==> config.mk <==
export PLATFORM = sky130hd
export DESIGN_NAME = tlbpt_ram
export DESIGN_NICKNAME = d
export VERILOG_FILES = /design/src/hdl/tlb_page_table_translator_defines.svh /design/src/hdl/tlbpt_ram.sv
export SDC_FILE = /design/constraint.sdc
export NUM_CORES = 2
export LEC_CHECK = 0
export BUFFER_PORTS_ARGS = -buffer_cell sky130_fd_sc_hd__buf_2
export CAP_MARGIN = 20
export CELL_PAD_IN_SITES_DETAIL_PLACEMENT = 1
export CELL_PAD_IN_SITES_GLOBAL_PLACEMENT = 1
export CORE_MARGIN = 2
export CORE_UTILIZATION = 45
export DETAILED_ROUTE_END_ITERATION = 7
export GPL_TIMING_DRIVEN = 0
export PLACE_DENSITY_LB_ADDON = 0.1
export SLEW_MARGIN = 25
export SYNTH_ARGS = -nofsm -noshare
export SYNTH_HDL_FRONTEND = slang
export SYNTH_SLANG_ARGS = --single-unit
==> constraint.sdc <==
create_clock -name clock -period 2.9 [get_ports clock]
set_input_delay 0.145 -clock clock [delete_from_list [all_inputs] [get_ports clock]]
set_output_delay 0.145 -clock clock [all_outputs]
set_load 0.05 [all_outputs]
==> src/hdl/tlb_page_table_translator_defines.svh <==
// Assertion macros shared by the translator RTL.
`ifndef TLB_PAGE_TABLE_TRANSLATOR_DEFINES_SVH
`define TLB_PAGE_TABLE_TRANSLATOR_DEFINES_SVH

// expr must hold in the same cycle as cond
`define TLBPT_ASSERT_HOLDS(label, clk, rst, cond, expr, msg) \
   label: assert property (@(posedge clk) disable iff (rst) (cond) |-> (expr)) \
      else $error(msg);

// expr must hold in the cycle after cond
`define TLBPT_ASSERT_NEXT(label, clk, rst, cond, expr, msg) \
   label: assert property (@(posedge clk) disable iff (rst) (cond) |=> (expr)) \
      else $error(msg);

`endif

==> src/hdl/tlbpt_ram.sv <==
module tlbpt_ram #(
   parameter int WIDTH = 8,
   parameter int DEPTH = 256
) (
   input  logic                     clock,
   input  logic                     wr_en,
   input  logic [$clog2(DEPTH)-1:0] wr_addr,
   input  logic [WIDTH-1:0]         wr_data,
   input  logic                     rd_en,
   input  logic [$clog2(DEPTH)-1:0] rd_addr,
   output logic [WIDTH-1:0]         rd_data
);

   logic [WIDTH-1:0] mem [DEPTH];
   logic [WIDTH-1:0] rd_data_ff;

   always_ff @(posedge clock) begin
      if (wr_en) begin
         mem[wr_addr] <= wr_data;
      end
      if (rd_en) begin
         rd_data_ff <= mem[rd_addr];
      end
   end

   assign rd_data = rd_data_ff;

endmodule

==> flow_summary.toml <==
[run_status]
status = "finished with violations"
violations = "negative setup slack"

[clock_tree]
insertion_delay_ns = 0.84
cts_buffer_depth = 3
clkTransAtPathRegs_ns = 0.06
cts_tree = "done"
ctsRootBufferMaster = "clkbuf_16"
cts.sinks = 2056
numCtsBuffers = 212
htree_levels = 4

[hold_path]
min_from = "rd_en"
holdPathEnd = "rd_data[2]$_DFFE_PP_"
hold_class = "in -> reg"
worstHoldPathCells = 2

[layout]
n_fill_cell = 15313
nets = 4056
utilization_pct = 52.03
synthToLayoutAreaGrowth_pct = 14.94
drive_gt1_share_pct = 25.39

[logic_synthesis]
synth_edf_count = 2056
yosys.area.top_type = "edfxtp_1"
synthTopCellsByCount = "edfxtp_1, mux4_2, nor2_1"
yosys-top-cells-area = "edfxtp_1, mux4_2, mux2i_1, nor2_1, a22oi_1"
ys_types = 54
synth.most_common_cell = "edfxtp_1"
ys_seq_area_share_pct = 77.53
synth_top_cell_area_share_pct = 77.53
syn_nets = 3760
synth_warnings = 0
synth_flop_cell = "edfxtp_1"
syn_avg_cell_area_sq_um = 21.33
syn_inst = 3733
synthArstFlopShare_pct = 0
synth.cell_area_sq_um = 79640
synth-seq-cells = 2056

[drt]
vias_per_cell = 6.374
drtIter0Drc = 5816
remaining_drc_errors = 0
wl_per_cell_um = 40.10
vias = 41750
wl_um = 262700
dr.pass1.iters = 5
final_antenna_net_count = 0

[die]
chipHeight_um = 424.7
rows = 154
dieWidth_um = 424.7
start_util_pct = 45.27
io_pins = 35
core-area_sq_um = 175900
dieArea_sq_um = 180300

[flow_run]
drv_cap = 0

[global_route]
grt_util_all_layers_pct = 29.27
grt_pass1_wl_um = 357000
grt_pass1_vias = 42052
use_met2_pct = 46.14
met3_usage_pct = 5.776
grt_max_degree = 113
gr-total-overflow = 0
met1_usage_pct = 41.24
antenna_found_initial = 20
grt.busiest_layer = "met2"

[sta]
finalCritPeriodShare_pct = 106.7
rsz0062_at_grt = "yes"
fmax_mhz = 323.1
finalSetupViolations = 7
tightestPinTransition_ns = 1.147
drv_slew = 0
worst_slack_ns = -0.1951
min_period_ns = 3.095
finalHoldViolCount = 0
clock_skew_ns = 0.02444
relSlewSlack_pct = 23.54

[worst_setup_path]
critPathTopFamily = "buffers and inverters"
r2r-start = "mem[80][6]$_DFFE_PP_"
r2r_cells = 6
critPathLaunchType = "primary input"
crit_path_top_delay_cell = "clkdlybuf4s15_1"
crit_path_cell_trace = "buf_2, clkbuf_2, or2_2, buf_1, clkdlybuf4s15_1, a21oi_1, nor4_1, nor4_4"
end_kind = "flop"
critical_path_class = "in -> reg"
critPathArrivalTime_ns = 3.67
crit_buf_inv = 4
path_max_fanout = 10
r2r_slack_ns = 0.09
r2r_end = "rd_data[6]$_DFFE_PP_"
required_ns = 3.47
cp_slowest_stage_delay_ns = 0.77

[power_and_ir_drop]
powerDensity_nw_per_um2 = 704.4
worst_ir_drop_vdd_v = 0.0007667
finalPower_mw = 64.47
p_leak_nw = 28.38

[placed_design]
port_buffers = 27
dp_hpwl_um = 179100
gp_congestion = 0.8957
## cells in the final DEF (no fill, tap or decap), types with 15 or more instances in the layout
cell type  instances
o22ai_1           28
nor2_1           267
mux2i_1          134
bufinv_16         28
clkinv_2          36
buf_2             58
clkinv_1          55
buf_4             38
nor2_2            15
buf_16            32
edfxtp_1        2056
nand2_1           33
nand3_1           34
mux4_2           454
nor2b_1           31
clkbuf_16        219
clkbuf_1          89
buf_6             23
o221ai_1          43
a21oi_1           95
clkbuf_2          53
a22oi_1          132
nor3_1            15
buf_8             21
## through the flow
step / worst slack, ns / hold WS [ns] / std cells / setup TNS (ns) / instance area, sq um
6_report: -0.1951 / 0.2154 / 6550 / -0.7190 / 91540
4_1_cts: 0.002495 / 0.1589 / 6542 / 0 / 91390
5_1_grt: -0.09039 / 0.2113 / 6544 / -0.2012 / 91520
3_5_place_dp: -2.014 / 0.5143 / 6144 / -401.90 / 83980
3_3_place_gp: -2.794 / 0.4843 / 6100 / -4672.48 / 82700
2_1_floorplan: 0.6789 / 0.2439 / 3733 / 0 / 79640
## kinds of logic (layout without fill, tap and decap cells)
logic type | after synthesis | count (layout) | synth area share (%)
AND/OR/NAND/NOR | 466 | 466 | 2.625
multiplexers | 591 | 591 | 14.60
other | 0 | 8 | 0
flip-flops | 2056 | 2056 | 77.53
buffers and inverters | 235 | 704 | 1.829
AO/OA/AOI/OAI | 385 | 385 | 3.416
## power by group
group          total [mW]  internal, mW  switching [mW]
registers            32.8          32.8          0.0179
clock network        27.8          16.2            11.6
logic                3.85          1.17            2.67
## worst register-to-register path, delay by kind of cell (launching register included)
family / cells / cell delay, ns
simple gates: 2 / 0.64
flops: 1 / 0.37
compound gates: 3 / 1.05
mux: 1 / 0.47
## state kept, by name, summed over array words and instances (netlist names)
register and flops:
mem 2048, rd_data 8
## per-layer routing
| metal | part of all wire [%] | up-vias |
|---|---|---|
| li1 | - | 16324 |
| met4 | 3.5 | 8 |
| met2 | 48 | 2012 |
| met5 | 0.018 | - |
| met1 | 40 | 23038 |
| met3 | 8.5 | 368 |
## area by class of cell
type / instances / area (sq um) / area share [%]
Clock buffer: 256 / 5619 / 6.139
Buffer: 232 / 1574 / 1.720
Multi-Input combinational cell: 1442 / 16910 / 18.47
Tap cell: 2340 / 2928 / 3.199
Clock inverter: 131 / 1370 / 1.497
Sequential cell: 2056 / 61740 / 67.45
Antenna cell: 8 / 20.02 / 0.02187
Inverter: 2 / 7.507 / 0.008201
Timing Repair Buffer: 83 / 1373 / 1.499
## repair_timing
action,4_1_cts,5_1_grt
gates resized for setup,70,27
setup endpoints to repair,8,15
hold buffers,9,0
pin swaps,1,2
setup buffers,2,0
endpoints found under the hold margin,538,0
## worst max-delay path by stage
stage,startpoint,to,slack [ns],cells after the start
after floorplan,rd_addr[0],rd_data[2]$_DFFE_PP_,0.68,9
after detailed placement,rd_addr[2],rd_data[3]$_DFFE_PP_,-2.01,9
after CTS,rd_addr[1],rd_data[5]$_DFFE_PP_,0.002,9
after global routing,rd_addr[3],rd_data[1]$_DFFE_PP_,-0.09,8
after global placement,rd_addr[2],rd_data[4]$_DFFE_PP_,-2.79,9
final,rd_addr[3],rd_data[0]$_DFFE_PP_,-0.20,8
No activity file was read; power rests on OpenSTA's default activity.
