--- config.mk ---
export PLATFORM = sky130hd
export DESIGN_NAME = tlbpt_reduce
export DESIGN_NICKNAME = d
export VERILOG_FILES = /design/src/hdl/tlb_page_table_translator_defines.svh /design/src/hdl/tlbpt_pkg.sv /design/src/hdl/tlbpt_reduce.sv
export SDC_FILE = /design/constraint.sdc
export NUM_CORES = 1
export LEC_CHECK = 0
export ABC_AREA = 1
export BUFFER_PORTS_ARGS = -buffer_cell sky130_fd_sc_hd__buf_2
export CAP_MARGIN = 20
export CORE_AREA = 2 2 39 41
export CTS_BUF_LIST = sky130_fd_sc_hd__clkbuf_16
export DETAILED_ROUTE_END_ITERATION = 10
export DIE_AREA = 0 0 41 43
export SYNTH_ARGS = -nofsm -noshare
export SYNTH_HDL_FRONTEND = slang
export SYNTH_SLANG_ARGS = --single-unit
--- constraint.sdc ---
create_clock -name clock -period 1.7 [get_ports clock]
set_clock_uncertainty 0.05 [all_clocks]
set_input_delay 0.17 -clock clock [delete_from_list [all_inputs] [get_ports clock]]
set_output_delay 0.17 -clock clock [all_outputs]
set_load 0.005 [all_outputs]
--- src/hdl/tlb_page_table_translator_defines.svh ---
// Assertion macros shared by the translator RTL.
`ifndef TLB_PAGE_TABLE_TRANSLATOR_DEFINES_SVH
`define TLB_PAGE_TABLE_TRANSLATOR_DEFINES_SVH

// expr must hold in the same cycle as cond
`define TLBPT_ASSERT_HOLDS(label, clk, rst, cond, expr, msg) \
   label: assert property (@(posedge clk) disable iff (rst) (cond) |-> (expr)) \
      else $error(msg);

// expr must hold in the cycle after cond
`define TLBPT_ASSERT_NEXT(label, clk, rst, cond, expr, msg) \
   label: assert property (@(posedge clk) disable iff (rst) (cond) |=> (expr)) \
      else $error(msg);

`endif

--- src/hdl/tlbpt_pkg.sv ---
package tlbpt_pkg;

   localparam int VA_W = 16;
   localparam int PA_W = 16;

   localparam int DEF_TLB_ENTRIES  = 16;
   localparam int DEF_PAGE_COUNT   = 256;
   localparam int DEF_OFFSET_WIDTH = 8;

   // fixed-point scale of the page-number reciprocal
   localparam int RECIP_SHIFT = 24;

   typedef struct packed {
      logic [VA_W-1:0] virtual_address;
   } req_payload_type;

   typedef struct packed {
      logic [PA_W-1:0] phys_addr;
      logic            tlb_hit;
      logic            page_fault;
   } rsp_payload_type;

   typedef struct packed {
      logic shift;
      logic capture;
   } cell_ctrl_type;

endpackage

--- src/hdl/tlbpt_reduce.sv ---
// Page number modulo PAGE_COUNT by reciprocal multiply and one correction.
module tlbpt_reduce import tlbpt_pkg::*; #(
   parameter int RAW_W      = 9,
   parameter int PAGE_COUNT = 256
) (
   input  logic                          clock,
   input  logic                          load,
   input  logic [RAW_W-1:0]              raw_page,
   input  logic                          advance,
   output logic [$clog2(PAGE_COUNT)-1:0] page
);

   localparam int PG_W    = $clog2(PAGE_COUNT);
   localparam int RECIP   = (1 << RECIP_SHIFT) / PAGE_COUNT;
   localparam int RECIP_W = $clog2(RECIP + 1);
   localparam int PROD_W  = RAW_W + RECIP_W;
   localparam int MOD_W   = RAW_W + PG_W + 1;

   logic [RAW_W-1:0]  raw_ff;
   logic [PROD_W-1:0] product_ff;
   logic [PROD_W-1:0] product_in;
   logic [RAW_W-1:0]  quot;
   logic [MOD_W-1:0]  quot_mul;
   logic [MOD_W-1:0]  rem;
   logic [PG_W-1:0]   page_ff;
   logic [PG_W-1:0]   page_in;

   assign product_in = PROD_W'(raw_page) * PROD_W'(RECIP);

   // quotient estimate is exact or one short, so rem < 2 * PAGE_COUNT
   assign quot     = RAW_W'(product_ff >> RECIP_SHIFT);
   assign quot_mul = MOD_W'(quot) * MOD_W'(PAGE_COUNT);
   assign rem      = MOD_W'(raw_ff) - quot_mul;
   assign page_in  = (rem >= MOD_W'(PAGE_COUNT)) ? PG_W'(rem - MOD_W'(PAGE_COUNT))
                                                 : PG_W'(rem);

   always_ff @(posedge clock) begin
      if (load) begin
         raw_ff     <= raw_page;
         product_ff <= product_in;
      end
      if (advance) begin
         page_ff <= page_in;
      end
   end

   assign page = page_ff;

endmodule

==> results of run 1 <==
stage by stage:
step           std cells  utilization  hold slack (ns)  setup WS (ns)
6_report              53        0.481           0.0588          0.758
5_1_grt               53        0.481           0.0471          0.735
4_1_cts               53        0.481           0.0521          0.747
3_5_place_dp          50        0.427            0.298          0.988
3_3_place_gp          50        0.427            0.297           1.00
2_1_floorplan         16            -            0.219           1.06
worst max path at each step:
stage              startpoint  slack (ns)  depth (start not counted)             end
2_1_floorplan  product_ff[16]        1.06                          0         page[0]
4_1_cts               page[3]        0.75                          1         page[3]
5_1_grt               page[3]        0.73                          1         page[3]
3_5_place_dp             load        0.99                          1  product_ff[23]
3_3_place_gp          advance         1.0                          1         page[2]
6_report              page[3]        0.76                          1         page[3]
per-layer routing:
layer  global-route usage  up-vias
met2               0.0781       18
met4               0.0800        0
met1               0.0912       83
met3               0.0314        0
li1                     -      107
met5                    0        -
power groups by stage:
stage | registers [uW] | logic, uW | clock network [uW]
finish | 475 | 30.1 | 420
global route | 477 | 34.2 | 459
CTS | 476 | 30.7 | 433
detailed placement | 482 | 30.7 | 0
global placement | 481 | 29.4 | 0
floorplan | 484 | 0 | 0
Yosys cell counts:
cell      number
edfxtp_1      16
registers in the layout, summed over array words and instances, names as in the netlist:
name        cells
page            8
product_ff      8
cell type report:
| class | instances | area share |
|---|---|---|
| flip-flops and latches | 16 | 0.722 |
| repair buffers | 18 | 0.135 |
| well taps | 16 | 0.0301 |
| clock buffers | 3 | 0.113 |
kinds of logic (layout without fill, tap and decap cells):
kind of cell / count (synthesis) / in the layout / synth area share
flip-flops: 16 / 16 / 1.00
buffers and inverters: 0 / 21 / 0
==> run metrics, run 1 <==
outcome finished clean; DRT iter0 DRCs 0; die height 43 microns; final clock period utilization by the worst path 0.554; met1 WL 175 microns; Skew-Pair Late Insertion Delay 0.23 ns; drt total wl 480 microns; Worst Hold Class in -> reg; Setup CP Type reg -> out; WL/cell 9.06 microns; Buf/Inv on CP 1; cts hold-fix bufs 0; max_cap viols 0; CP endpoint kind output port; # fillers 119; Hold EP product_ff[16]; gr usage total 0.0709; worst slew pin tran 0.165 ns; Antenna Nets Post-Route 0; RSZ-0062 raised after global routing no; Synth Register Bits 16; CTS buffer count 3; Starting Density 0.347; # resized after CTS 0; syn nets 28; area leader, netlist edfxtp_1; initial antenna violation count 0; Multi-input gate area 0 sq um; Vias 208; Worst Min Path Start raw_page[0]; R2R Setup Slk 1.02 ns; pwr dens 1390 nW/um^2; Clk network pwr share 0.454; Seq pwr share 0.514; Die W 41 microns; yosys warns 0; DR WL met3 86 microns; sw power 134 uW; Layout Cell Area excl Fill 666 sq um; Post-CTS Setup Bufs 0; synthesized area per cell 30.0 sq um; final hold viol count 0; Multi-In Gates 0; post-synth top area share 1.00; Residual DRC 0; Max FO, Critical Path 1; final slew viol count 0; placed cell area 591 sq um; Cell Rows 14; Startpoint Class register; Max-slew headroom 0.890; hold path cells 1; count of TritonRoute iterations in the first routing pass 1; fmax 1060 MHz; Overflow after GRT 0; htree depth 1; fin crit period 0.942 ns; CP Data Arrival Time 0.72 ns; Pleak 0.000264 uW; max incr delay on CP 0.35 ns; r2r startpoint product_ff[21]; most frequent cells in the layout 18 x buf_2, 16 x edfxtp_1, 3 x clkbuf_16; largest net degree at the start of global routing 9; Worst EP required 1.48 ns; GPL Wtd Cong 0.524; Gate power share 0.033; critical path, cell by cell buf_2; most common cell after layout, fill and taps aside buf_2; Routed met2 length 219 microns; Critical-path top delay cell edfxtp_1; Ports 20; P_int 791 uW; Reg2Reg Depth 0; layout cells sized above 1 0.568; number of port buffers 18; PnR Total Power 925 uW; register area 480 sq um; Cell Area, Synth 480 sq um; core area 1380 sq um; vias in the first global route 163; Synth Instances 16; CP delay by family, top flip-flops; global-route wire length before repair 724 microns; reg2reg end page[5]; CTS Root Cell clkbuf_16; DR vias/cell 3.92; sw frac 0.145; final-stage net count 51; Inserted Diodes 0; Max Used Layer met3; die area 1760 sq um; clock buffer depth 2; Area contributors post-synth edfxtp_1 100%; setup TNS 0 ns; area grow syn2layout 38.5%; clk slew on worst S/H paths 0.04 ns; Yosys cell types 1; CTS tree built; Max VDD drop 0.689 mV; # setup viols final 0; CTS Sinks 16; register area share after synthesis 1.00
(Power assumes the default switching activity.)
==> run 2, diff against run 1 <==
--- a/config.mk
+++ b/config.mk
@@ -5,7 +5,7 @@
 export SDC_FILE = /design/constraint.sdc
 export NUM_CORES = 1
 export LEC_CHECK = 0
-export ABC_AREA = 1
+export ABC_AREA = 0
 export BUFFER_PORTS_ARGS = -buffer_cell sky130_fd_sc_hd__buf_2
 export CAP_MARGIN = 20
 export CORE_AREA = 2 2 39 41
==> constraint.sdc (replaced) <==
create_clock -name clock -period 0.88 [get_ports clock]
set_clock_uncertainty 0.05 [all_clocks]
set_input_delay 0.088 -clock clock [delete_from_list [all_inputs] [get_ports clock]]
set_output_delay 0.088 -clock clock [all_outputs]
set_load 0.005 [all_outputs]
==> run 2 against run 1 <==
Compared with the run above:
- hold slack improved by 0.068 ns
- critical path depth unchanged
- clock power up 93%
- die area unchanged
- largest power group unchanged
- highest routed layer unchanged
==> run metrics, run 2 (same netlist as run 1, synthesis figures left out) <==
outcome finished clean; die area 1760 sq um; global-route wire length before repair 903 microns; drt total wl 559 microns; GPL Wtd Cong 0.524; final clock period utilization by the worst path 0.977; Antenna Nets Post-Route 0; gr usage total 0.0855; pwr dens 2430 nW/um^2; CTS tree built; clock buffer depth 2; initial antenna violation count 0; Die W 41 microns; # setup viols final 0; Max FO, Critical Path 1; htree depth 1; clk slew on worst S/H paths 0.04 ns; CTS Root Cell clkbuf_16; DR WL met3 79 microns; PnR Total Power 1810 uW; DR vias/cell 3.97; largest net degree at the start of global routing 9; vias in the first global route 218; Skew-Pair Late Insertion Delay 0.23 ns; Inserted Diodes 0; die height 43 microns; DP Cell Count 50; Final Instance Count excl. Fillers 61; CP delay by family, top flip-flops; worst slew pin tran 0.164 ns; WL/cell 9.16 microns; area grow syn2layout 55.2%; CTS Sinks 16; DRT iter0 DRCs 0; worst hold slack 0.127 ns; count of TritonRoute iterations in the first routing pass 1; Worst EP required 0.74 ns; Pleak 0.000298 uW; Overflow after GRT 0; number of port buffers 18; Starting Density 0.347; final hold viol count 0; Residual DRC 0; max_cap viols 0; Routed met2 length 279 microns; core area 1380 sq um; final slew viol count 0; Max-slew headroom 0.890; Max Used Layer met3; Multi-input gate area 0 sq um; Worst Hold Class in -> reg; CTS buffer count 3; Buf/Inv on CP 1; Post-CTS Setup Bufs 0; CP Data Arrival Time 0.72 ns; most frequent cells in the layout 18 x buf_2, 16 x edfxtp_1, 8 x dlygate4sd3_1; Vias 242; RSZ-0062 raised after global routing yes; final-stage net count 59; fmax 1160 MHz; placed cell area 591 sq um; CP endpoint kind output port; critical path, cell by cell buf_2; Cell Rows 14; fin crit period 0.859 ns; Multi-In Gates 0; met1 WL 200 microns; Critical-path top delay cell edfxtp_1; Layout Cell Area excl Fill 746 sq um; most common cell after layout, fill and taps aside buf_2; Ports 20; Setup CP Type reg -> out; max incr delay on CP 0.35 ns; Startpoint Class register; layout cells sized above 1 0.467; Max VDD drop 1.36 mV
run 2: cell types whose count changed in the layout (fill, tap and decap cells not counted), sizes merged:
cell,before,now
dlygate4sd3,0,8
run 2: repair_timing:
item / in CTS / in global routing
hold endpoints to repair: 8 / 0
hold buffers: 8 / 0
endpoints found under the setup margin: 0 / 2
resized for setup: 0 / 0
run 2: metrics by stage:
stage / setup TNS (ns) / setup WS (ns) / util
floorplan: 0 / 0.241 / -
global placement: 0 / 0.235 / 0.427
detailed placement: 0 / 0.202 / 0.427
CTS: 0 / 0.00914 / 0.539
global route: -0.00621 / -0.00352 / 0.539
finish: 0 / 0.0205 / 0.539
run 2: routing by layer:
| metal | up-vias | GRT usage |
|---|---|---|
| met5 | - | 0 |
| met4 | 0 | 0.0800 |
| met3 | 0 | 0.0314 |
| met2 | 18 | 0.116 |
| met1 | 101 | 0.0985 |
| li1 | 123 | - |
run 2: path summary, 6_finish.rpt:
| check | slack, ns | endpoint | cells after the start | start |
|---|---|---|---|---|
| setup / recovery | 0.02 | page[3] | 1 | page[3] |
| hold / removal | 0.13 | page[1] | 1 | advance |
| setup reg to reg | 0.20 | page[5] | 0 | product_ff[21] |
| hold reg to reg | 0.36 | page[0] | 0 | product_ff[16] |
run 2: report_power, final:
group | switching (uW) | leakage [uW] | internal, uW
Clock | 220 | 0.0000370 | 591
Combinational | 31.9 | 0.000104 | 53.6
Sequential | 11.3 | 0.000157 | 907
Total | 264 | 0.000298 | 1550
run 2: final cells by class:
cell class | count | area, sq um
clock buffer | 3 | 75.1
fill | 110 | 638
sequential | 16 | 480
tap | 16 | 20.0
timing repair buffer | 26 | 170
