--- config.mk ---
export PLATFORM = sky130hd
export DESIGN_NAME = tlbpt_cell
export DESIGN_NICKNAME = d
export VERILOG_FILES = /design/src/hdl/tlb_page_table_translator_defines.svh /design/src/hdl/tlbpt_pkg.sv /design/src/hdl/tlbpt_cell.sv
export SDC_FILE = /design/constraint.sdc
export NUM_CORES = 1
export LEC_CHECK = 0
export BUFFER_PORTS_ARGS = -buffer_cell sky130_fd_sc_hd__buf_2
export CAP_MARGIN = 10
export CORE_ASPECT_RATIO = 0.7
export CORE_MARGIN = 3
export CORE_UTILIZATION = 38
export CTS_CLUSTER_DIAMETER = 200
export CTS_CLUSTER_SIZE = 28
export DETAILED_ROUTE_END_ITERATION = 6
export GPL_TIMING_DRIVEN = 0
export PLACE_DENSITY = 0.74
export SETUP_SLACK_MARGIN = 0.15
export SYNTH_ARGS = -nofsm -noshare
export SYNTH_HDL_FRONTEND = slang
export SYNTH_SLANG_ARGS = --single-unit
--- constraint.sdc ---
create_clock -name clock -period 1.4 [get_ports clock]
set_input_delay 0.07 -clock clock [delete_from_list [all_inputs] [get_ports clock]]
set_output_delay 0.07 -clock clock [all_outputs]
set_load 0.05 [all_outputs]
--- src/hdl/tlb_page_table_translator_defines.svh ---
// Assertion macros shared by the translator RTL.
`ifndef TLB_PAGE_TABLE_TRANSLATOR_DEFINES_SVH
`define TLB_PAGE_TABLE_TRANSLATOR_DEFINES_SVH

// expr must hold in the same cycle as cond
`define TLBPT_ASSERT_HOLDS(label, clk, rst, cond, expr, msg) \
   label: assert property (@(posedge clk) disable iff (rst) (cond) |-> (expr)) \
      else $error(msg);

// expr must hold in the cycle after cond
`define TLBPT_ASSERT_NEXT(label, clk, rst, cond, expr, msg) \
   label: assert property (@(posedge clk) disable iff (rst) (cond) |=> (expr)) \
      else $error(msg);

`endif

--- src/hdl/tlbpt_pkg.sv ---
package tlbpt_pkg;

   localparam int VA_W = 16;
   localparam int PA_W = 16;

   localparam int DEF_TLB_ENTRIES  = 16;
   localparam int DEF_PAGE_COUNT   = 256;
   localparam int DEF_OFFSET_WIDTH = 8;

   // fixed-point scale of the page-number reciprocal
   localparam int RECIP_SHIFT = 24;

   typedef struct packed {
      logic [VA_W-1:0] virtual_address;
   } req_payload_type;

   typedef struct packed {
      logic [PA_W-1:0] phys_addr;
      logic            tlb_hit;
      logic            page_fault;
   } rsp_payload_type;

   typedef struct packed {
      logic shift;
      logic capture;
   } cell_ctrl_type;

endpackage

--- src/hdl/tlbpt_cell.sv ---
module tlbpt_cell import tlbpt_pkg::*; #(
   parameter int PAGE_W = 8
) (
   input  logic              clock,
   input  logic              reset,
   input  cell_ctrl_type     ctrl,
   input  logic [PAGE_W-1:0] lookup_page,
   input  logic [PAGE_W-1:0] in_tag,
   input  logic [PAGE_W-1:0] in_frame,
   input  logic              in_valid,
   output logic [PAGE_W-1:0] out_tag,
   output logic [PAGE_W-1:0] out_frame,
   output logic              out_valid,
   output logic              match,
   output logic [PAGE_W-1:0] match_frame
);

   logic [PAGE_W-1:0] tag_ff;
   logic [PAGE_W-1:0] frame_ff;
   logic              valid_ff;
   logic              match_ff;
   logic              match_in;
   logic [PAGE_W-1:0] match_frame_ff;

   assign match_in = valid_ff && (tag_ff == lookup_page);

   always_ff @(posedge clock) begin
      if (reset) begin
         valid_ff <= 1'b0;
         match_ff <= 1'b0;
      end else begin
         if (ctrl.shift) begin
            valid_ff <= in_valid;
         end
         if (ctrl.capture) begin
            match_ff <= match_in;
         end
      end
   end

   always_ff @(posedge clock) begin
      if (ctrl.shift) begin
         tag_ff   <= in_tag;
         frame_ff <= in_frame;
      end
      // masked so the row can be OR-reduced
      if (ctrl.capture) begin
         match_frame_ff <= match_in ? frame_ff : '0;
      end
   end

   assign out_tag     = tag_ff;
   assign out_frame   = frame_ff;
   assign out_valid   = valid_ff;
   assign match       = match_ff;
   assign match_frame = match_frame_ff;

endmodule

==> impl_metrics.json, run 1 <==
{
  "status": "complete, but fails checks",
  "violations": "negative setup slack",
  "setup_viol": 8,
  "vdd_drop_max_mv": 0.760,
  "fillCellCount": 167,
  "crit_chain": "xnor2_2 > nand3_2 > nor4_4 > buf_6 > and2_2",
  "grt_use_total_pct": 14.7,
  "fin_nets": 158,
  "first_pass_iters": 4,
  "gp_congestion": 0.616,
  "synthCells": 50,
  "cts.sinks": 26,
  "grt_use_met3_pct": 5.87,
  "grt_use_met1_pct": 15.5,
  "yosys_register_bits": 26,
  "hold_ws_ns": 0.108,
  "startpoint_type": "flip-flop",
  "post_drt_wl_per_cell_um": 13.3,
  "slowest_stage": "edfxtp_1",
  "drt_wl_total_um": 2120,
  "hp-class": "input pin to flip-flop",
  "ant_nets": 0,
  "core_area_um2": 2260,
  "syn_nets": 79,
  "worst_slack_ns": -0.0389,
  "globalRoute.totalOverflow": 0,
  "numCtsBuffers": 3,
  "r2r_slack_ns": -0.04,
  "clk_path_buf_depth": 2,
  "power.density_nw_per_um2": 1170,
  "drt-vias-per-instance": 4.35,
  "antenna_found_initial": 0,
  "grt_max_degree": 18,
  "fin_area_um2": 1530,
  "placementRows": 14,
  "start_util_pct": 42.2,
  "regToRegStartpoint": "out_tag[7]",
  "cp.arrival_ns": 1.64,
  "yosysTopAreaCell": "edfxtp_1",
  "hold_depth": 1,
  "die-area_um2": 3160,
  "drive_gt1_share_pct": 55.5,
  "clock-root-buffer": "clkbuf_4",
  "worstRegToRegCells": 5,
  "synth.distinct_cells": 12,
  "htree_levels": 1,
  "hp-start": "ctrl[0]",
  "ys_seq_area_share_pct": 79.7,
  "grt_pass1_vias": 688,
  "synth_common_cells": "edfxtp_1 (24), and2_2 (8), xnor2_1 (6)",
  "setup_tns_ns": -0.257,
  "p_leak_nw": 0.671,
  "critical_path_peak_fanout": 9,
  "setup.worst_path.start": "out_tag[7]",
  "drc_errors": 0,
  "die_y_um": 47.9,
  "syn_area_per_cell_um2": 19.1,
  "final_cells": 160,
  "synth_top_cell_area_share_pct": 75.5,
  "dp.cells": 136,
  "cts_tree": "built",
  "hpwl_um": 1360,
  "synth_top_flop_cell": "edfxtp_1",
  "drt_iter0_markers": 15,
  "fin_crit_ns": 1.44,
  "required_ns": 1.60,
  "synthArstFlopShare_pct": 0,
  "clock.fmax_mhz": 695,
  "grt.busiest_layer": "met2",
  "multi_input_area_um2": 203,
  "max_slew_margin_pct": 74.3,
  "dr_total_vias": 696,
  "register_area_um2": 761,
  "synth-edff-count": 24,
  "area_delta_synth_final_pct": 60.4,
  "maxSlewViolCount": 0,
  "grt_first_pass_wirelength_um": 3220,
  "io_pins": 55,
  "finClkSkew_ns": 0.00555,
  "fin_util_pct": 67.8,
  "grt_use_met2_pct": 28.9,
  "yosys_warnings": 0,
  "synth.area.top_cells": "edfxtp_1 (75%), and2_2 (6.3%), xnor2_1 (5.5%)",
  "yosysMostFrequentCell": "edfxtp_1",
  "endpoint_kind": "flip-flop",
  "insertedDiodeCount": 0,
  "rsz0062_at_grt": "true",
  "placed_area_um2": 1260,
  "path_clk_slew_ns": 0.14,
  "hold_violations": 0,
  "crit_type": "flip-flop to flip-flop",
  "fin_crit_sh_pct": 103,
  "max-cap-violations": 0,
  "syn_area_um2": 955,
  "clk_latency_ns": 0.32,
  "io_buffer_count": 54,
  "worst_pin_slew_ns": 0.385,
  "cp_slowest_stage_delay_ns": 0.47,
  "die_width_um": 65.9
}
## cell families (layout without fill, tap and decap cells)
| family | after synthesis | after routing | share of synthesized area [%] |
|---|---|---|---|
| flops | 26 | 26 | 79.7 |
| xor+xnor | 8 | 8 | 7.34 |
| compound gates | 1 | 1 | 1.05 |
| buf+inv | 1 | 79 | 0.393 |
| simple gates | 13 | 13 | 10.5 |
| mux | 1 | 1 | 1.05 |
## state kept, by name, indices dropped and copies added (netlist names)
signal       flops
out_tag          8
out_valid        1
match            1
out_frame        8
match_frame      8
## worst max-delay path, delay by kind of cell (launching register included)
family,cells,cell delay [ns]
xor gates and xnor gates,1,0.18
DFF,1,0.47
buffers and inverters,1,0.15
and+or+nand+nor,3,0.52
## layout make-up
cell class	count	share of cell area [%]
clock buffer	3	1.47
clock inverter	1	1.96
inverter	1	0.245
multi-input combinational	23	13.2
sequential	26	49.7
tap	32	2.61
timing repair buffer	74	30.8
## cells in the final DEF, fill, tap and decap left out, types with 2 or more instances in the layout
master,count
buf_2,53
edfxtp_1,24
dlygate4sd3_1,18
and2_2,8
xnor2_1,5
clkbuf_4,3
xor2_1,2
nor2_1,2
dfxtp_1,2
buf_4,2
## routing by layer
layer  part of all wire [%]  wire length, um  vias to the layer above
li1                       -                -                      339
met1                     34              714                      310
met2                     54             1150                       47
met3                     12              261                        0
met4                      0                0                        0
met5                      0                0                        -
## through the flow
stage	total power, mW	setup slack [ns]
5_1_grt	1.87	-0.138
4_1_cts	1.80	-0.0628
6_report	1.79	-0.0389
3_5_place_dp	1.25	-0.166
2_1_floorplan	1.14	-0.218
3_3_place_gp	1.24	-0.108
## power breakdown
part | internal (mW) | switching, mW
sequential | 0.899 | 0.0242
clock | 0.289 | 0.216
combinational | 0.119 | 0.239
total | 1.31 | 0.479
## final timing paths
check | endpoint
setup / recovery | match_frame[3]
setup reg to reg | match_frame[3]
hold / removal | match_frame[6]
hold reg to reg | match
## repair_timing
action | in CTS | in global routing
pin swaps | 2 | 1
hold buffers | 18 | 0
resized for setup | 0 | 4
endpoints found under the hold margin | 17 | 0
setup buffers | 1 | 1
gates cloned | 0 | 0
setup endpoints to repair | 9 | 9
No activity file was read; power rests on OpenSTA's default activity.
==> run 2: changes to the inputs <==
--- a/config.mk
+++ b/config.mk
@@ -5,17 +5,21 @@
 export SDC_FILE = /design/constraint.sdc
 export NUM_CORES = 1
 export LEC_CHECK = 0
+export ABC_AREA = 1
 export BUFFER_PORTS_ARGS = -buffer_cell sky130_fd_sc_hd__buf_2
 export CAP_MARGIN = 10
+export CELL_PAD_IN_SITES_DETAIL_PLACEMENT = 0
+export CELL_PAD_IN_SITES_GLOBAL_PLACEMENT = 1
 export CORE_ASPECT_RATIO = 0.7
 export CORE_MARGIN = 3
-export CORE_UTILIZATION = 38
+export CORE_UTILIZATION = 31
 export CTS_CLUSTER_DIAMETER = 200
 export CTS_CLUSTER_SIZE = 28
 export DETAILED_ROUTE_END_ITERATION = 6
 export GPL_TIMING_DRIVEN = 0
-export PLACE_DENSITY = 0.74
+export PLACE_DENSITY_LB_ADDON = 0.1
 export SETUP_SLACK_MARGIN = 0.15
+export SKIP_LAST_GASP = 1
 export SYNTH_ARGS = -nofsm -noshare
 export SYNTH_HDL_FRONTEND = slang
 export SYNTH_SLANG_ARGS = --single-unit
==> impl_metrics.json, run 2 <==
{
  "status": "complete, no violations",
  "syn_area_per_cell_um2": 12.5,
  "setup.worst_path.start": "out_tag[1]",
  "setup_viol": 0,
  "fin_nets": 199,
  "globalRoute.totalOverflow": 0,
  "rsz0062_at_grt": "true",
  "crit_top_cell": "nand2_2",
  "grt_pass1_vias": 875,
  "maxSlewViolCount": 0,
  "synth_top_cell_area_share_pct": 62.0,
  "clock-root-buffer": "clkbuf_8",
  "required_ns": 1.52,
  "power.density_nw_per_um2": 1130,
  "critical_path_peak_fanout": 8,
  "dp.cells": 194,
  "dr_total_vias": 874,
  "die_width_um": 79.2,
  "vdd_drop_max_mv": 0.721,
  "start_util_pct": 34.6,
  "area_delta_synth_final_pct": 50.5,
  "insertedDiodeCount": 0,
  "io_buffer_count": 54,
  "hp-class": "input pin to flip-flop",
  "final_common_cell": "buf_2",
  "clk_path_buf_depth": 2,
  "hold_violations": 0,
  "p_leak_nw": 0.810,
  "grt_max_degree": 19,
  "first_pass_iters": 4,
  "synth.distinct_cells": 20,
  "drt_iter0_markers": 25,
  "final_cells": 216,
  "layout_common_cells": "buf_2 (54), edfxtp_1 (24), dlygate4sd3_1 (17)",
  "slowest_stage": "edfxtp_1",
  "io_pins": 55,
  "worst_pin_slew_ns": 0.421,
  "grt_first_pass_wirelength_um": 4010,
  "synthArstFlopShare_pct": 0,
  "hp-start": "in_valid",
  "regToRegStartpoint": "out_tag[1]",
  "post_drt_wl_per_cell_um": 11.5,
  "hpwl_um": 1820,
  "crit_chain": "nand2_2 > nand2_2 > nor2_4 > nand3b_4 > nor3b_2",
  "power_mw": 1.97,
  "cts_tree": "built",
  "yosys_warnings": 0,
  "synth.area.top_cells": "edfxtp_1 (62%), nor3b_2 (8.6%), nand2_1 (5.5%)",
  "clock.fmax_mhz": 809,
  "gp_congestion": 0.644,
  "drt-vias-per-instance": 4.05,
  "die-area_um2": 4530,
  "synthCells": 93,
  "ys_seq_area_share_pct": 65.4,
  "yosysMostFrequentCell": "edfxtp_1",
  "htree_levels": 1,
  "numCtsBuffers": 3,
  "drt_wl_total_um": 2480,
  "fin_crit_sh_pct": 88.3,
  "yosys_register_bits": 26,
  "drive_gt1_share_pct": 49.1,
  "finClkSkew_ns": 0.00794,
  "syn_nets": 122,
  "synth-edff-count": 24,
  "grt_use_total_pct": 11.6,
  "drc_errors": 0,
  "antenna_found_initial": 0,
  "endpoint_kind": "flip-flop",
  "crit_type": "flip-flop to flip-flop",
  "synth_common_cells": "edfxtp_1 (24), nand2_1 (17), inv_1 (14), nor3b_2 (8), nor2_1 (5)",
  "cts.sinks": 26,
  "placementRows": 17,
  "path_clk_slew_ns": 0.09,
  "synth_top_flop_cell": "edfxtp_1",
  "syn_area_um2": 1160,
  "max_slew_margin_pct": 71.9,
  "r2r_slack_ns": 0.16,
  "max-cap-violations": 0,
  "die_y_um": 57.2,
  "startpoint_type": "flip-flop",
  "yosysTopAreaCell": "edfxtp_1",
  "cp_slowest_stage_delay_ns": 0.43,
  "ant_nets": 0,
  "fin_crit_ns": 1.24,
  "clk_latency_ns": 0.27,
  "core_area_um2": 3360,
  "cp.arrival_ns": 1.36
}
run 2: changes by cell type in the layout (fill, tap and decap cells not counted), sizes merged, moves of 5 or more:
cell and delta:
inv +15, nor3b +8, nand2 +22, nor2 +6, xnor2 -5, and2 -8
run 2: logic make-up after synthesis:
group	count (synthesis)	share of synthesized area (%)
AND/OR/NAND/NOR	42	24.3
flip-flops	26	65.4
buffers and inverters	16	5.17
AO/OA/AOI/OAI	7	3.55
XOR/XNOR	2	1.51
run 2: layout make-up:
class / count / area (um2)
fillers: 318 / 1610
clock inverters: 1 / 30.0
repair buffers: 72 / 448
well taps: 47 / 58.8
flip-flops and latches: 26 / 761
inverters: 16 / 60.1
clock buffers: 3 / 41.3
multi-input cells: 51 / 350
run 2: routing by layer:
layer	routed length, um	global-route usage [%]	vias up
met5	0	0	-
met4	8	1.47	0
met3	198	4.89	2
met2	1100	18.3	31
met1	1170	15.3	382
li1	-	-	459
run 2: what timing repair did:
| item | 4_1_cts | 5_1_grt |
|---|---|---|
| gates cloned | 0 | 0 |
| hold endpoints to repair | 17 | 0 |
| pin swaps | 5 | 6 |
| hold buffers | 17 | 0 |
| resized for setup | 2 | 0 |
| buffers inserted | 0 | 1 |
| endpoints found under the setup margin | 8 | 8 |
run 2: critical path: cells and delay by family (launching register included):
family,cells,cell delay [ns]
AND/OR/NAND/NOR,5,0.67
flip-flops,1,0.43
run 2: report_power, final:
part,internal [mW],switching (mW)
combinational,0.138,0.287
clock,0.382,0.236
sequential,0.900,0.0257
run 2: worst paths after layout:
path,end,depth (start not counted)
min,out_valid,3
max reg2reg,match_frame[2],5
min reg2reg,match,2
max,match_frame[2],5
run 2: per-stage QoR:
step	instance area (um2)	hold WS, ns	worst slack [ns]	setup TNS, ns	utilization, %
6_report	1750	0.0328	0.164	0	52.0
5_1_grt	1750	0.0766	0.0598	0	52.0
4_1_cts	1740	0.0226	0.137	0	51.8
3_5_place_dp	1500	0.248	0.153	0	44.5
3_3_place_gp	1500	0.247	0.172	0	44.5
2_1_floorplan	1170	0.142	-0.0379	-0.303	-
==> run 3: changes to the inputs <==
==> constraint.sdc (replaced) <==
create_clock -name clock -period 1.4 [get_ports clock]
set_input_delay 0.14 -clock clock [delete_from_list [all_inputs] [get_ports clock]]
set_output_delay 0.14 -clock clock [all_outputs]
set_load 0.05 [all_outputs]
==> impl_metrics.json, run 3 (same netlist as run 2, synthesis figures left out) <==
{
  "first_pass_iters": 4,
  "core_area_um2": 3360,
  "placed_area_um2": 1500,
  "ant_nets": 0,
  "io_pins": 55,
  "antenna_found_initial": 0,
  "power_mw": 1.93,
  "setup_viol": 0,
  "grt_use_total_pct": 10.7,
  "clock-root-buffer": "clkbuf_8",
  "critical_path_peak_fanout": 8,
  "finClkSkew_ns": 0.00716,
  "worstRegToRegCells": 5,
  "area_delta_synth_final_pct": 35.8,
  "cp.arrival_ns": 1.36,
  "clk_path_buf_depth": 2,
  "hpwl_um": 1820,
  "hold_depth": 1,
  "cts_tree": "built",
  "globalRoute.totalOverflow": 0,
  "endpoint_kind": "flip-flop",
  "r2r_slack_ns": 0.17,
  "slowest_stage": "edfxtp_1",
  "rsz0062_at_grt": "true",
  "drc_errors": 0,
  "vdd_drop_max_mv": 0.703,
  "hp-class": "input pin to flip-flop",
  "status": "complete, no violations",
  "hold_ws_ns": 0.0369,
  "hold_violations": 0,
  "regToRegStartpoint": "out_tag[1]",
  "reg2reg_to": "match_frame[3]",
  "drive_gt1_share_pct": 54.6,
  "final_common_cell": "buf_2",
  "post_drt_wl_per_cell_um": 11.7,
  "hold_buffers": 0,
  "die-area_um2": 4530,
  "io_buffer_count": 54,
  "clk_latency_ns": 0.27,
  "gp_congestion": 0.644,
  "dp.cells": 194,
  "drt-vias-per-instance": 4.09,
  "worst_pin_slew_ns": 0.420,
  "drt_iter0_markers": 25,
  "die_width_um": 79.2,
  "crit_chain": "nand2_2 > nand2_2 > nor2_4 > nand3b_4 > nor3b_2",
  "cp_slowest_stage_delay_ns": 0.43,
  "max-cap-violations": 0,
  "fin_nets": 182,
  "grt_pass1_vias": 785,
  "start_util_pct": 34.6,
  "startpoint_type": "flip-flop",
  "clock.fmax_mhz": 810,
  "endpoint": "match_frame[3]",
  "fin_crit_sh_pct": 88.2,
  "fin_area_um2": 1580,
  "insertedDiodeCount": 0,
  "placementRows": 17,
  "maxSlewViolCount": 0,
  "dr_total_vias": 813,
  "crit_type": "flip-flop to flip-flop",
  "fin_crit_ns": 1.23,
  "cts.sinks": 26,
  "required_ns": 1.53,
  "numCtsBuffers": 3,
  "crit_top_cell": "nand2_2",
  "final_cells": 199,
  "power.density_nw_per_um2": 1220,
  "layout_common_cells": "buf_2 (54), edfxtp_1 (24), nand2_1 (15)",
  "grt_max_degree": 19,
  "drt_wl_total_um": 2330,
  "max_slew_margin_pct": 72.0,
  "grt_first_pass_wirelength_um": 3690,
  "path_clk_slew_ns": 0.09,
  "setup.worst_path.start": "out_tag[1]",
  "p_leak_nw": 0.739,
  "die_y_um": 57.2,
  "htree_levels": 1
}
run 3: final cells by class:
class,instances,area [um2]
Clock buffer,3,41.3
Clock inverter,1,30.0
Fill cell,335,1780
Inverter,16,60.1
Multi-Input combinational cell,51,350
Sequential cell,26,761
Tap cell,47,58.8
Timing Repair Buffer,55,278
run 3: per-stage QoR:
| stage | utilization [%] | worst slack, ns | setup TNS [ns] |
|---|---|---|---|
| 3_5_place_dp | 44.5 | 0.153 | 0 |
| 5_1_grt | 47.0 | 0.0598 | 0 |
| 4_1_cts | 46.8 | 0.137 | 0 |
| 6_report | 47.0 | 0.165 | 0 |
| 2_1_floorplan | - | -0.0379 | -0.303 |
| 3_3_place_gp | 44.5 | 0.172 | 0 |
run 3: per-layer routing:
metal	part of all wire [%]	GRT usage (%)
met5	0	0
met4	0.34	1.47
met3	8.4	4.89
met2	43	15.9
met1	48	14.8
run 3: worst max-delay path: cells and delay by family (launching register included):
kind / cells / cell delay [ns]
flops: 1 / 0.43
simple gates: 5 / 0.68
run 3: worst min-delay path by stage:
stage / end / start
2_1_floorplan: out_valid / reset
3_3_place_gp: out_frame[6] / in_frame[6]
3_5_place_dp: out_tag[1] / in_tag[1]
4_1_cts: out_tag[1] / in_tag[1]
5_1_grt: out_frame[6] / in_frame[6]
6_report: out_tag[1] / in_tag[1]
run 3: power breakdown:
group / total (mW) / switching, mW / leakage (nW) / internal (mW)
clock network: 0.616 / 0.234 / 0.0357 / 0.382
logic: 0.388 / 0.281 / 0.448 / 0.107
registers: 0.926 / 0.0257 / 0.255 / 0.900
run 3: repair_timing:
item | in CTS | in global routing
setup endpoints to repair | 8 | 8
setup buffers | 0 | 1
resized for setup | 2 | 0
pin swaps | 5 | 6
